===== config.mk =====
export PLATFORM = sky130hd
export DESIGN_NAME = pfb_locate
export DESIGN_NICKNAME = d
export VERILOG_FILES = /design/src/hw/rtl/pfb_pkg.sv /design/src/hw/rtl/pfb_locate.sv
export SDC_FILE = /design/constraint.sdc
export NUM_CORES = 1
export LEC_CHECK = 0
export BUFFER_PORTS_ARGS = -buffer_cell sky130_fd_sc_hd__buf_2
export CORE_ASPECT_RATIO = 2
export CORE_MARGIN = 2
export CORE_UTILIZATION = 52
export DETAILED_ROUTE_END_ITERATION = 8
export PLACE_DENSITY = 0.91
export SYNTH_ARGS = -nofsm -noshare
export SYNTH_HDL_FRONTEND = slang
export SYNTH_SLANG_ARGS = --single-unit
export TNS_END_PERCENT = 1

===== constraint.sdc =====
create_clock -name vclk -period 5.9
set_input_delay 0.295 -clock vclk [all_inputs]
set_output_delay 0.295 -clock vclk [all_outputs]
set_load 0.05 [all_outputs]

===== src/hw/rtl/pfb_pkg.sv =====
`timescale 1ns / 1ps

package pfb_pkg;

    typedef enum logic [2:0] {
        OP_SET_PIXEL = 3'd0,
        OP_CLR_PIXEL = 3'd1,
        OP_BLIT_BYTE = 3'd2,
        OP_CLEAR_ALL = 3'd3,
        OP_READ_BYTE = 3'd4
    } op_t;

    localparam int unsigned BLIT_MAX_PAGES = 8;
    localparam int unsigned BLIT_MAX_WIDTH = 128;

    // Widths of the input and output words.
    localparam int unsigned S_TDATA_W = 48;
    localparam int unsigned M_TDATA_W = 8;

    // Outcome of locating one operation in the store.
    typedef struct packed {
        logic        en_a;      // first byte lies on screen and is touched
        logic        en_b;      // second byte (unaligned blit) lies on screen
        logic [15:0] wmask;     // bits to replace, low byte for A, high for B
        logic [15:0] wval;      // new values of those bits
        logic        drop;
        logic        last;
        logic [6:0]  col_next;
        logic [2:0]  row_next;
    } loc_t;

endpackage


===== src/hw/rtl/pfb_locate.sv =====
`timescale 1ns / 1ps

module pfb_locate #(
    parameter int unsigned SCREEN_COLUMNS = 128,
    parameter int unsigned SCREEN_PAGES   = 8,
    parameter int unsigned AW             = 10
) (
    input  pfb_pkg::op_t   op,
    input  logic [7:0]     pos_x,
    input  logic [7:0]     pos_y,
    input  logic [6:0]     bitmap_height,
    input  logic [7:0]     bitmap_width,
    input  logic [7:0]     data_byte,
    input  logic [6:0]     col,
    input  logic [2:0]     row,
    output logic [AW-1:0]  addr_a,
    output logic [AW-1:0]  addr_b,
    output pfb_pkg::loc_t  loc
);

    logic [8:0]  x;
    logic [8:0]  y;
    logic [5:0]  page_a;
    logic [5:0]  page_b;
    logic [2:0]  shift;
    logic        x_on;
    logic        pa_on;
    logic        pb_on;
    logic        bottom_off;
    logic [7:0]  h_sum;
    logic [4:0]  pages_raw;
    logic [4:0]  pages;
    logic [7:0]  width;
    logic        col_end;
    logic        row_end;

    assign x      = (op == pfb_pkg::OP_BLIT_BYTE) ? ({1'b0, pos_x} + {2'b00, col})
                                                  : {1'b0, pos_x};
    assign y      = (op == pfb_pkg::OP_BLIT_BYTE) ? ({1'b0, pos_y} + {3'b000, row, 3'b000})
                                                  : {1'b0, pos_y};
    assign page_a = y[8:3];
    assign page_b = page_a + 6'd1;
    assign shift  = y[2:0];

    assign x_on       = 32'(x) < SCREEN_COLUMNS;
    assign pa_on      = 32'(page_a) < SCREEN_PAGES;
    assign pb_on      = 32'(page_b) < SCREEN_PAGES;
    assign bottom_off = (32'(y) + 32'd7) >= SCREEN_PAGES * 8;

    assign addr_a = AW'(32'(page_a) * SCREEN_COLUMNS + 32'(x));
    assign addr_b = AW'(32'(page_b) * SCREEN_COLUMNS + 32'(x));

    // Page count of the bitmap, rounded up and held within one to eight.
    assign h_sum     = {1'b0, bitmap_height} + 8'd7;
    assign pages_raw = h_sum[7:3];
    assign pages     = (pages_raw == 5'd0) ? 5'd1
                     : (32'(pages_raw) > pfb_pkg::BLIT_MAX_PAGES) ? 5'(pfb_pkg::BLIT_MAX_PAGES)
                     : pages_raw;
    assign width     = (bitmap_width == 8'd0) ? 8'd1
                     : (32'(bitmap_width) > pfb_pkg::BLIT_MAX_WIDTH)
                       ? 8'(pfb_pkg::BLIT_MAX_WIDTH) : bitmap_width;

    assign col_end = ({1'b0, col} + 8'd1) >= width;
    assign row_end = ({2'b00, row} + 5'd1) >= pages;

    always_comb begin
        loc = '0;
        loc.col_next = col;
        loc.row_next = row;
        case (op)
            pfb_pkg::OP_SET_PIXEL, pfb_pkg::OP_CLR_PIXEL: begin
                loc.en_a  = x_on && pa_on;
                loc.drop  = !(x_on && pa_on);
                loc.wmask = {8'h00, 8'h01 << shift};
                loc.wval  = (op == pfb_pkg::OP_SET_PIXEL) ? {8'h00, 8'h01 << shift} : 16'h0000;
            end
            pfb_pkg::OP_BLIT_BYTE: begin
                // An unaligned byte straddles two pages of the same column.
                loc.en_a  = x_on && pa_on;
                loc.en_b  = x_on && pb_on && (shift != 3'd0);
                loc.drop  = !x_on || bottom_off;
                loc.wmask = 16'h00FF << shift;
                loc.wval  = {8'h00, data_byte} << shift;
                loc.last  = col_end && row_end;
                if (col_end) begin
                    loc.col_next = 7'd0;
                    loc.row_next = row_end ? 3'd0 : row + 3'd1;
                end else begin
                    loc.col_next = col + 7'd1;
                end
            end
            pfb_pkg::OP_READ_BYTE: begin
                loc.en_a = x_on && pa_on;
                loc.drop = !(x_on && pa_on);
            end
            default: begin
                loc = '0;
                loc.col_next = col;
                loc.row_next = row;
            end
        endcase
    end

endmodule


==> impl_metrics.yaml <==
critical_path:
  crit_fanout: 20
  start_kind: "input port"
  critical_path_required_ns: 5.61
  max_stage_delay_ns: 0.97
  crit_family: "simple AND/OR/NAND/NOR gates"
  crit_chain: "buf_2, nor3b_2, nand2_1, o21bai_1, fa_1, xnor2_1, xnor2_1, buf_2"
  arrival_ns: 3.08
  cp.buffers_inverters: 2
  cpMaxStageDelayCell: "nor3b_2"
  criticalPathCategory: "input port to output pin"
  cp-end-kind: "output pin"
die:
  ios: 118
  dieWidth_um: 49.7
  die-area_um2: 4730
  core_um2: 4050
  dieHeight_um: 95.3
  start_util_pct: 53.6
  core.rowCount: 33
finish:
  clock_buffer_count: 0
  drive_above_1_share_pct: 30.3
  seq_cells: 0
  final_nets: 509
  area_growth_pct: 23.9
  antenna_cells: 0
  register_area_um2: 0
status:
  status: "completed"
detailed_routing:
  met1_length_mm: 2.19
  met3WireLength_um: 291
  viasPerCell: 5.70
  wl_per_cell_um: 13.3
  dr_wl_met2_mm: 3.71
  drtPass1Iterations: 4
  vias: 2703
  top_layer: "met4"
  ant_nets: 0
  drtIter0Drc: 56
  drc_errors: 0
  finalWirelength_mm: 6.31
synthesis:
  seq_area_frac_synth_pct: 0
  syn_area_um2: 2170
  synth_warnings: 0
  syn-mean-instance-area_um2: 6.53
  synth_cell_types: 54
  yosys.area.top_type: "ha_1"
  ys_top_cells_by_area: "ha_1, nand2_1, a21oi_1"
  synthCells: 332
  synth.top_cell.area_share_pct: 16.7
sta:
  finalCriticalPeriod_ns: 3.37
  tns_ns: 0
  rsz0062_at_grt: "false"
  fin_ws_ns: 2.53
  hold_viol: 0
  setup_violations: 0
  maxSlewHeadroom_pct: 23.1
  fin_crit_sh_pct: 57.2
  finalMaxSlewViolations: 0
  fmax_mhz: 297
  worst_slew_pin_slew_ns: 1.15
grt:
  grt_pass1_vias: 2419
  grt_usage_pct: 25.4
  grt_start_max_net_pins: 35
  overflow: 0
  grt_pass1_wl_mm: 10.0
  antenna_found_initial: 0
clock_tree:
  cts_resized: 0
  postCtsHoldBufs: 0
  postCtsSetupRepairBufs: 0
hold_path:
  min_path_cells: 4
  hold_end: "addr_b[0]"
  min_from: "pos_x[0]"
  hold_path_class: "input port to output pin"
placed_design:
  dp_worst_setup_slack_ns: 2.53
  portBuffers: 116
  dp.final_hpwl_mm: 5.36
  gp_congestion: 0.886
pwr:
  p_leak_nw: 1.46
  p_per_area_nw_per_um2: 116
  peakVddDrop_mv: 0.0854
job:
  max_cap_viol_count: 0
## cell type report
type | instances | area, µm²
Fill cell | 420 | 1360
Multi-Input combinational cell | 283 | 1950
Timing Repair Buffer | 117 | 588
Inverter | 22 | 82.6
Tap cell | 52 | 65.1
## where the power goes
part	switching (mW)	internal, mW	leakage [nW]
Clock	0	0	0
Sequential	0	0	0
Combinational	0.216	0.0953	1.46
## worst max-delay path by stage
stage / start / to / slack [ns] / cells past startpoint
floorplan: pos_x[0] / loc[45] / 2.20 / 9
global placement: col[0] / loc[45] / 2.65 / 11
detailed placement: op[1] / addr_b[9] / 2.53 / 8
CTS: op[1] / addr_b[9] / 2.54 / 8
global route: op[1] / addr_b[9] / 2.26 / 8
finish: op[1] / addr_b[9] / 2.53 / 8
## cells by family (layout without fill, tap and decap cells)
kind of cell	after synthesis	in the layout	share of synthesized area (%)
and+or+nand+nor	133	133	31.1
AOI/OAI and AO/OA	88	88	26.3
buffers and inverters	50	139	10.4
adders and majority gates	33	33	20.4
xor gates and xnor gates	18	18	7.27
muxes	9	9	4.33
other	1	2	0.173
## per-stage QoR
step	utilization (%)	hold WS, ns	instances	total power [mW]	area, µm²
2_1_floorplan	-	0.897	333	0.241	2170
3_3_place_gp	66.4	1.00	474	0.304	2690
3_5_place_dp	66.4	1.00	474	0.310	2690
4_1_cts	66.4	1.01	474	0.311	2690
5_1_grt	66.4	1.02	474	0.337	2690
6_report	66.4	1.01	474	0.311	2690
## synth_stat cells, types with 2 or more instances
library cell and instances:
xnor2_1 8, or2_2 3, buf_2 4, o21bai_1 3
and2_1 7, fa_1 4, o21ai_0 23, nor4_1 5
a21oi_1 24, a21o_1 8, inv_1 21, o211ai_1 2
mux2_2 3, nand4_1 2, o31a_1 3, nand2b_1 10
a31oi_1 2, nor2_1 26, buf_4 9, o21a_1 3
a211oi_1 4, clkbuf_1 14, o22ai_1 2, and3_1 7
or3_1 2, o2bb2ai_1 3, xor2_1 10, nor3b_1 4
mux2i_1 6, ha_1 29, nor2b_1 6, nor3_1 6
nand2_1 40, nand3_1 9
## layout by cell type (no fill, tap or decap), types with 3 or more instances in the layout
cell and n:
buf_2 116, or2_2 3, mux2i_1 6, a211oi_1 4
o21a_1 3, nor2b_1 6, xor2_1 10, xnor2_1 8
o31a_1 3, o21ai_0 23, ha_1 29, nor4_1 5
o21bai_1 3, o2bb2ai_1 3, nor2_1 26, fa_1 4
nand2b_1 10, nor3_1 6, nor3b_1 3, a21o_1 8
and3_1 7, inv_1 21, and2_1 7, a21oi_1 24
nand3_1 9, mux2_2 3, nand2_1 40
## routing by layer
layer  vias up  GRT usage [%]
met2        97           57.1
met4         0           6.02
li1       1335              -
met1      1259           23.1
met5         -              0
met3        12          0.784
No activity file was read; power rests on OpenSTA's default activity.
